`src/m4m_pkg.sv`:
```
`timescale 1ns / 1ps
// Shared constants and types for the 4x4 fixed-point matrix multiplier.
package m4m_pkg;

    localparam int MAT_DIM   = 4;
    localparam int MAT_SIZE  = MAT_DIM * MAT_DIM;
    localparam int DIM_W     = $clog2(MAT_DIM);
    localparam int INDEX_W   = $clog2(MAT_SIZE);
    localparam int DATA_W    = 32;
    localparam int OPCODE_W  = 2;
    localparam int FRAC_BITS = 16;
    localparam int PROD_W    = 2 * DATA_W;
    localparam int ACC_W     = PROD_W + DIM_W;

    localparam logic [OPCODE_W-1:0] OP_WRITE_LEFT  = 2'd0;
    localparam logic [OPCODE_W-1:0] OP_WRITE_RIGHT = 2'd1;
    localparam logic [OPCODE_W-1:0] OP_PRODUCT     = 2'd2;

    typedef struct packed {
        logic mul_en;
        logic first;
    } mac_ctrl_t;

endpackage

```
`src/m4m_store.sv`:
```
`timescale 1ns / 1ps
// Sixteen-entry matrix store, cleared to zero on reset.
module m4m_store
(
    input  logic                                clk,
    input  logic                                rst_n,
    input  logic                                wr_en,
    input  logic [m4m_pkg::INDEX_W-1:0]         wr_addr,
    input  logic signed [m4m_pkg::DATA_W-1:0]   wr_data,
    input  logic [m4m_pkg::INDEX_W-1:0]         rd_addr,
    output logic signed [m4m_pkg::DATA_W-1:0]   rd_data
);

    logic signed [m4m_pkg::DATA_W-1:0] mem_reg [m4m_pkg::MAT_SIZE];

    always_ff @(posedge clk or negedge rst_n)
    begin
        if (!rst_n)
        begin
            for (int i = 0; i < m4m_pkg::MAT_SIZE; i++)
            begin
                mem_reg[i] <= '0;
            end
        end
        else if (wr_en)
        begin
            mem_reg[wr_addr] <= wr_data;
        end
    end

    assign rd_data = mem_reg[rd_addr];

endmodule

```
`src/m4m_mac.sv`:
```
`timescale 1ns / 1ps
// Shared multiply-accumulate unit with Q16.16 shift and saturation.
module m4m_mac
(
    input  logic                                clk,
    input  logic                                rst_n,
    input  m4m_pkg::mac_ctrl_t                  ctrl,
    input  logic signed [m4m_pkg::DATA_W-1:0]   a,
    input  logic signed [m4m_pkg::DATA_W-1:0]   b,
    output logic signed [m4m_pkg::DATA_W-1:0]   sat_value
);

    localparam int HIGH_W = m4m_pkg::ACC_W - m4m_pkg::FRAC_BITS;

    logic signed [m4m_pkg::PROD_W-1:0] prod_reg;
    logic                              prod_vld_reg;
    logic                              first_reg;
    logic signed [m4m_pkg::ACC_W-1:0]  acc_reg;
    logic signed [m4m_pkg::ACC_W-1:0]  acc_base;
    logic signed [HIGH_W-1:0]          shifted;
    logic                              fits;

    always_ff @(posedge clk or negedge rst_n)
    begin
        if (!rst_n)
        begin
            prod_vld_reg <= 1'b0;
            first_reg    <= 1'b0;
        end
        else
        begin
            prod_vld_reg <= ctrl.mul_en;
            first_reg    <= ctrl.first;
        end
    end

    always_ff @(posedge clk)
    begin
        if (ctrl.mul_en)
        begin
            prod_reg <= a * b;
        end
        if (prod_vld_reg)
        begin
            acc_reg <= acc_base + m4m_pkg::ACC_W'(prod_reg);
        end
    end

    // Restart the sum on the first product of an element
    assign acc_base = first_reg ? '0 : acc_reg;

    // Arithmetic shift of the exact sum is the floor of sum / 2^16
    assign shifted = acc_reg[m4m_pkg::ACC_W-1:m4m_pkg::FRAC_BITS];
    assign fits    = (shifted[HIGH_W-1:m4m_pkg::DATA_W-1] == '0) ||
                     (shifted[HIGH_W-1:m4m_pkg::DATA_W-1] == '1);

    always_comb
    begin
        if (fits)
        begin
            sat_value = shifted[m4m_pkg::DATA_W-1:0];
        end
        else if (shifted[HIGH_W-1])
        begin
            sat_value = {1'b1, {(m4m_pkg::DATA_W-1){1'b0}}};
        end
        else
        begin
            sat_value = {1'b0, {(m4m_pkg::DATA_W-1){1'b1}}};
        end
    end

endmodule

```
`src/matrix4_multiply.sv`:
```
`timescale 1ns / 1ps
// Top level: 4x4 Q16.16 matrix multiplier with element load and product readout.
// Element writes leave the input ready, so a new request can follow each one.
// A product request streams 16 words in element-index order; the input stays busy
// until the last word is loaded into the output register.
// Per element: four multiplier passes, four accumulates and one output load.
// Output backpressure stalls the run; reset clears both stores and the output.
module matrix4_multiply
(
    input  logic                                clk,
    input  logic                                rst_n,
    input  logic                                in_valid,
    output logic                                in_ready,
    input  logic [m4m_pkg::OPCODE_W-1:0]        opcode,
    input  logic [m4m_pkg::INDEX_W-1:0]         element_index,
    input  logic signed [m4m_pkg::DATA_W-1:0]   element_value,
    output logic                                out_valid,
    input  logic                                out_ready,
    output logic [m4m_pkg::INDEX_W-1:0]         result_index,
    output logic signed [m4m_pkg::DATA_W-1:0]   result_value,
    output logic                                last_element
);

    typedef enum logic [1:0] {
        ST_IDLE,
        ST_MUL,
        ST_DRAIN,
        ST_EMIT
    } state_t;

    localparam logic [m4m_pkg::INDEX_W-1:0] LAST_IDX = m4m_pkg::INDEX_W'(m4m_pkg::MAT_SIZE - 1);
    localparam logic [m4m_pkg::DIM_W-1:0]   LAST_K   = m4m_pkg::DIM_W'(m4m_pkg::MAT_DIM - 1);

    state_t                              state_reg, state_next;
    logic [m4m_pkg::INDEX_W-1:0]         elem_reg, elem_next;
    logic [m4m_pkg::DIM_W-1:0]           k_reg, k_next;
    logic                                out_valid_reg, out_valid_next;
    logic [m4m_pkg::INDEX_W-1:0]         out_index_reg, out_index_next;
    logic signed [m4m_pkg::DATA_W-1:0]   out_value_reg, out_value_next;
    logic                                out_last_reg, out_last_next;

    logic                                accept;
    logic                                wr_left;
    logic                                wr_right;
    logic [m4m_pkg::DIM_W-1:0]           row;
    logic [m4m_pkg::DIM_W-1:0]           col;
    logic [m4m_pkg::INDEX_W-1:0]         left_addr;
    logic [m4m_pkg::INDEX_W-1:0]         right_addr;
    logic signed [m4m_pkg::DATA_W-1:0]   left_data;
    logic signed [m4m_pkg::DATA_W-1:0]   right_data;
    logic signed [m4m_pkg::DATA_W-1:0]   sat_value;
    m4m_pkg::mac_ctrl_t                  mac_ctrl;

    assign in_ready = (state_reg == ST_IDLE);
    assign accept   = in_valid && in_ready;
    assign wr_left  = accept && (opcode == m4m_pkg::OP_WRITE_LEFT);
    assign wr_right = accept && (opcode == m4m_pkg::OP_WRITE_RIGHT);

    // Column-major: left(row,k) at row + 4k, right(k,col) at k + 4col
    assign row        = elem_reg[m4m_pkg::DIM_W-1:0];
    assign col        = elem_reg[m4m_pkg::INDEX_W-1:m4m_pkg::DIM_W];
    assign left_addr  = {k_reg, row};
    assign right_addr = {col, k_reg};

    assign mac_ctrl.mul_en = (state_reg == ST_MUL);
    assign mac_ctrl.first  = (state_reg == ST_MUL) && (k_reg == '0);

    m4m_store u_left
    (
        .clk     (clk),
        .rst_n   (rst_n),
        .wr_en   (wr_left),
        .wr_addr (element_index),
        .wr_data (element_value),
        .rd_addr (left_addr),
        .rd_data (left_data)
    );

    m4m_store u_right
    (
        .clk     (clk),
        .rst_n   (rst_n),
        .wr_en   (wr_right),
        .wr_addr (element_index),
        .wr_data (element_value),
        .rd_addr (right_addr),
        .rd_data (right_data)
    );

    m4m_mac u_mac
    (
        .clk       (clk),
        .rst_n     (rst_n),
        .ctrl      (mac_ctrl),
        .a         (left_data),
        .b         (right_data),
        .sat_value (sat_value)
    );

    always_comb
    begin
        state_next     = state_reg;
        elem_next      = elem_reg;
        k_next         = k_reg;
        out_valid_next = out_valid_reg;
        out_index_next = out_index_reg;
        out_value_next = out_value_reg;
        out_last_next  = out_last_reg;

        if (out_valid_reg && out_ready)
        begin
            out_valid_next = 1'b0;
        end

        unique case (state_reg)
            ST_IDLE:
            begin
                if (accept && (opcode == m4m_pkg::OP_PRODUCT))
                begin
                    elem_next  = '0;
                    k_next     = '0;
                    state_next = ST_MUL;
                end
            end
            ST_MUL:
            begin
                k_next = k_reg + 1'b1;
                if (k_reg == LAST_K)
                begin
                    state_next = ST_DRAIN;
                end
            end
            ST_DRAIN:
            begin
                state_next = ST_EMIT;
            end
            ST_EMIT:
            begin
                // Hold the finished sum until the output register frees up
                if (!out_valid_reg || out_ready)
                begin
                    out_valid_next = 1'b1;
                    out_index_next = elem_reg;
                    out_value_next = sat_value;
                    out_last_next  = (elem_reg == LAST_IDX);
                    k_next         = '0;
                    elem_next      = elem_reg + 1'b1;
                    state_next     = (elem_reg == LAST_IDX) ? ST_IDLE : ST_MUL;
                end
            end
            default:
            begin
                state_next = ST_IDLE;
            end
        endcase
    end

    always_ff @(posedge clk or negedge rst_n)
    begin
        if (!rst_n)
        begin
            state_reg     <= ST_IDLE;
            elem_reg      <= '0;
            k_reg         <= '0;
            out_valid_reg <= 1'b0;
            out_index_reg <= '0;
            out_value_reg <= '0;
            out_last_reg  <= 1'b0;
        end
        else
        begin
            state_reg     <= state_next;
            elem_reg      <= elem_next;
            k_reg         <= k_next;
            out_valid_reg <= out_valid_next;
            out_index_reg <= out_index_next;
            out_value_reg <= out_value_next;
            out_last_reg  <= out_last_next;
        end
    end

    assign out_valid    = out_valid_reg;
    assign result_index = out_index_reg;
    assign result_value = out_value_reg;
    assign last_element = out_last_reg;

endmodule
```
`config.mk`:
```
export PLATFORM = sky130hd
export DESIGN_NAME = matrix4_multiply
export DESIGN_NICKNAME = d
export VERILOG_FILES = /design/src/m4m_pkg.sv /design/src/m4m_store.sv /design/src/m4m_mac.sv /design/src/matrix4_multiply.sv
export SDC_FILE = /design/constraint.sdc
export NUM_CORES = 2
export LEC_CHECK = 0
export ABC_AREA = 1
export BUFFER_PORTS_ARGS = -buffer_cell sky130_fd_sc_hd__buf_2
export CAP_MARGIN = 20
export CORE_ASPECT_RATIO = 1.1
export CORE_MARGIN = 4
export CORE_UTILIZATION = 35
export CTS_BUF_LIST = sky130_fd_sc_hd__clkbuf_8
export DETAILED_ROUTE_END_ITERATION = 6
export SETUP_SLACK_MARGIN = 0.15
export SLEW_MARGIN = 20
export SYNTH_ARGS = -nofsm -noshare
export SYNTH_HDL_FRONTEND = slang
export SYNTH_SLANG_ARGS = --single-unit
```
`constraint.sdc`:
```
create_clock -name clk -period 16.93 [get_ports clk]
set_input_delay 1.693 -clock clk [delete_from_list [all_inputs] [get_ports clk]]
set_output_delay 1.693 -clock clk [all_outputs]
set_load 0.05 [all_outputs]
```
==> results by group <==
Final layout
  – Multi-input logic area: 54000 µm²
  – Nets: 12811
  – Area grow syn2layout: 7.82%
  – Fill cells: 28153
  – Register area: 30800 µm²
  – Layout cell share with drive strength beyond 1: 5.24%
  – Final core occ: 38.0%

Worst setup path
  – Crit start category: register
  – Slowest library cell on the worst path: fa_1
  – Crit Path Class: register to register
  – Slowest stage delay, CP: 960 ps
  – Kind of end point of the critical path: register
  – Crit path DAT: 11840 ps
  – R2r setup slk: 5800 ps
  – Crit-path most repeated cell: fa_1
  – CP required: 17640 ps
  – CP max FO: 111
  – Reg2reg path depth: 31

CTS
  – Clock root cell: clkbuf_8
  – Clk buf depth: 3
  – Clk_lat worst skew: 1000 ps
  – CTS buffer count: 205
  – H-tree depth: 4
  – CTS Sinks: 1202
  – Post-CTS Setup Inserts: 0
  – # hold bufs at CTS: 0
  – CTS tree: done
  – PostCTS Resize Cnt: 0
  – Clock-pin slew on the worst setup and hold paths: 60 ps

STA
  – Worst rel slew slack: 23.9%
  – Highest Clock Rate: 89.9 MHz
  – Hold_ws: 476 ps
  – PnR worst setup slack: 5800 ps
  – Slew @ Worst Pin: 1140 ps
  – Skew final: 116 ps
  – Final Cycle Share: 65.7%
  – Max-slew violations: 0
  – Setup TNS: 0 ps
  – Crit path time final: 11130 ps
  – Hold Violations, Final: 0
  – RSZ-0062 raised after global routing: no
  – Final setup viols: 0

Floorplanning
  – Initial Utilization: 35.3%
  – Die H: 556 µm
  – Core Region: 271000 µm²
  – Die Wd: 506 µm
  – Die area: 281000 µm²
  – FP Rows: 200
  – Io pins: 81

Synth
  – Netlist cell types: 39
  – Seq/Total Area, Yosys: 32.2%
  – Synth Net Count: 13086
  – Syn. warnings: 0
  – Syn Area/Cell: 8.16 µm²
  – Synthesis-stage register bit count: 1202
  – Mapped Area: 95500 µm²
  – Synth Instances: 11705

Placement
  – Dpl hpwl: 200000 µm
  – IO buf count: 80
  – Pre-CTS setup slack: 5460 ps
  – Gpl congestion: 0.961

Detailed routing
  – First-pass detailed-route iteration total: 7
  – DRC Markers: 5
  – Wire per inst: 19.3 µm
  – Via density: 5.03
  – Vias: 76698
  – Starting DRT DRC Count: 6658
  – Drt total wl: 293000 µm
  – Antenna Nets Post-Route: 0

Flow run
  – MaxCap Viol Count: 0

Run status
  – Outcome: finished with violations
  – Failing checks: design-rule violations

Global routing
  – GRT Residual Overflow: 0
  – All-Layer GR Usage: 20.9%
  – Antenna violations before repair: 8
  – Vias in the first global route: 77819
  – First-pass GRT wire length: 462000 µm
  – Largest net degree at the start of global routing: 158

Min path
  – Min-Delay Path Depth: 2
  – Min-delay worst type: register to register
-- cells by family after synthesis --
family | Yosys count | share of synthesized area, %
compound gates | 2187 | 12.6
flops | 1202 | 32.2
fa+ha+maj | 1339 | 26.1
xor+xnor | 77 | 0.706
simple gates | 4210 | 17.0
buf+inv | 2690 | 11.4
-- final cells by class --
type	count	share of cell area (%)
Sequential cell	1202	29.9
Antenna cell	5	0.0122
Tap cell	3636	4.42
Inverter	1982	7.25
Clock buffer	263	3.52
Clock inverter	112	0.893
Multi-Input combinational cell	7813	52.4
Timing Repair Buffer	226	1.62
-- stage by stage --
| stage | cell area [µm²] | std cells |
|---|---|---|
| 6_report | 103000 | 15239 |
| 5_1_grt | 103000 | 15237 |
| 3_5_place_dp | 98200 | 14852 |
| 2_1_floorplan | 95500 | 11705 |
| 4_1_cts | 103000 | 15227 |
| 3_3_place_gp | 98200 | 14851 |
-- final timing paths --
path | startpoint | end
worst min register to register | u_left.mem_reg[340] | u_left.mem_reg[340]
worst min-delay path | u_left.mem_reg[340] | u_left.mem_reg[340]
min in group asynchronous | rst_n | result_value[30]
worst max-delay path | k_reg[0] | u_mac.prod_reg[55]
worst max register to register | k_reg[0] | u_mac.prod_reg[55]
max in group asynchronous | rst_n | u_right.mem_reg[334]
-- metal layers --
layer / GRT usage (%) / wire length (µm) / part of all wire (%)
met2: 34.6 / 138000 / 47
met1: 27.9 / 127000 / 43
met4: 7.81 / 11600 / 4.0
met5: 0.223 / 106 / 0.036
met3: 2.76 / 17400 / 5.9
-- worst max-delay path: cells and delay by family (launching register included) --
| family | cells | cell delay (ps) |
|---|---|---|
| adders and majority gates | 9 | 5120 |
| and+or+nand+nor | 10 | 1410 |
| AOI/OAI and AO/OA | 3 | 580 |
| buffers and inverters | 9 | 2730 |
| DFF | 1 | 920 |
-- cell usage in the layout (no fill, tap or decap), drive strengths merged, types with 5 or more instances in the layout --
cell type	Yosys	routed
a21o	6	6
a21oi	195	195
buf	281	225
bufinv	0	8
clkbuf	427	264
clkinv	1	38
dfrtp	1072	1072
diode	0	5
edfxtp	130	130
fa	1083	1083
ha	256	256
inv	1981	2046
nand2	3016	3016
nand3	197	197
nand3b	6	6
nand4	45	45
nor2	909	909
nor3	23	23
nor4	12	12
o211ai	69	69
o21ai	1621	1621
o21bai	32	32
o221ai	188	188
o22ai	68	68
xnor2	7	7
xor2	70	70
-- synthesized netlist by cell type --
master / instances / share of area [%]
inv_2: 21 / 0.083
dfrtp_1: 1072 / 28
buf_1: 5 / 0.020
nand4_1: 45 / 0.29
a31oi_1: 1 / 0.0066
nand2_1: 3010 / 12
o221ai_1: 188 / 1.7
a21o_1: 6 / 0.047
xnor2_1: 7 / 0.064
o21bai_1: 32 / 0.25
buf_6: 12 / 0.14
nand2b_1: 1 / 0.0066
clkbuf_1: 422 / 1.7
edfxtp_1: 130 / 4.1
nor3_2: 2 / 0.021
xor2_1: 70 / 0.64
buf_2: 121 / 0.63
nor3_1: 21 / 0.11
ha_1: 256 / 3.4
o22ai_1: 68 / 0.45
buf_12: 1 / 0.021
clkinv_1: 1 / 0.0039
nand3b_1: 6 / 0.047
o21ai_1: 72 / 0.38
nand2_2: 6 / 0.039
o21ai_0: 1549 / 8.1
inv_1: 1960 / 7.7
buf_4: 142 / 1.1
nor4_1: 12 / 0.079
o21a_1: 3 / 0.024
and2_1: 1 / 0.0066
clkbuf_2: 5 / 0.026
nor2_1: 909 / 3.6
nand3_1: 197 / 1.0
fa_1: 1083 / 23
a21oi_1: 195 / 1.0
o31ai_1: 1 / 0.0079
o211ai_1: 69 / 0.54
a21boi_0: 3 / 0.024
Power is not shown: default switching activity piles up to over one toggle a cycle in this logic, so the estimate is an artifact.
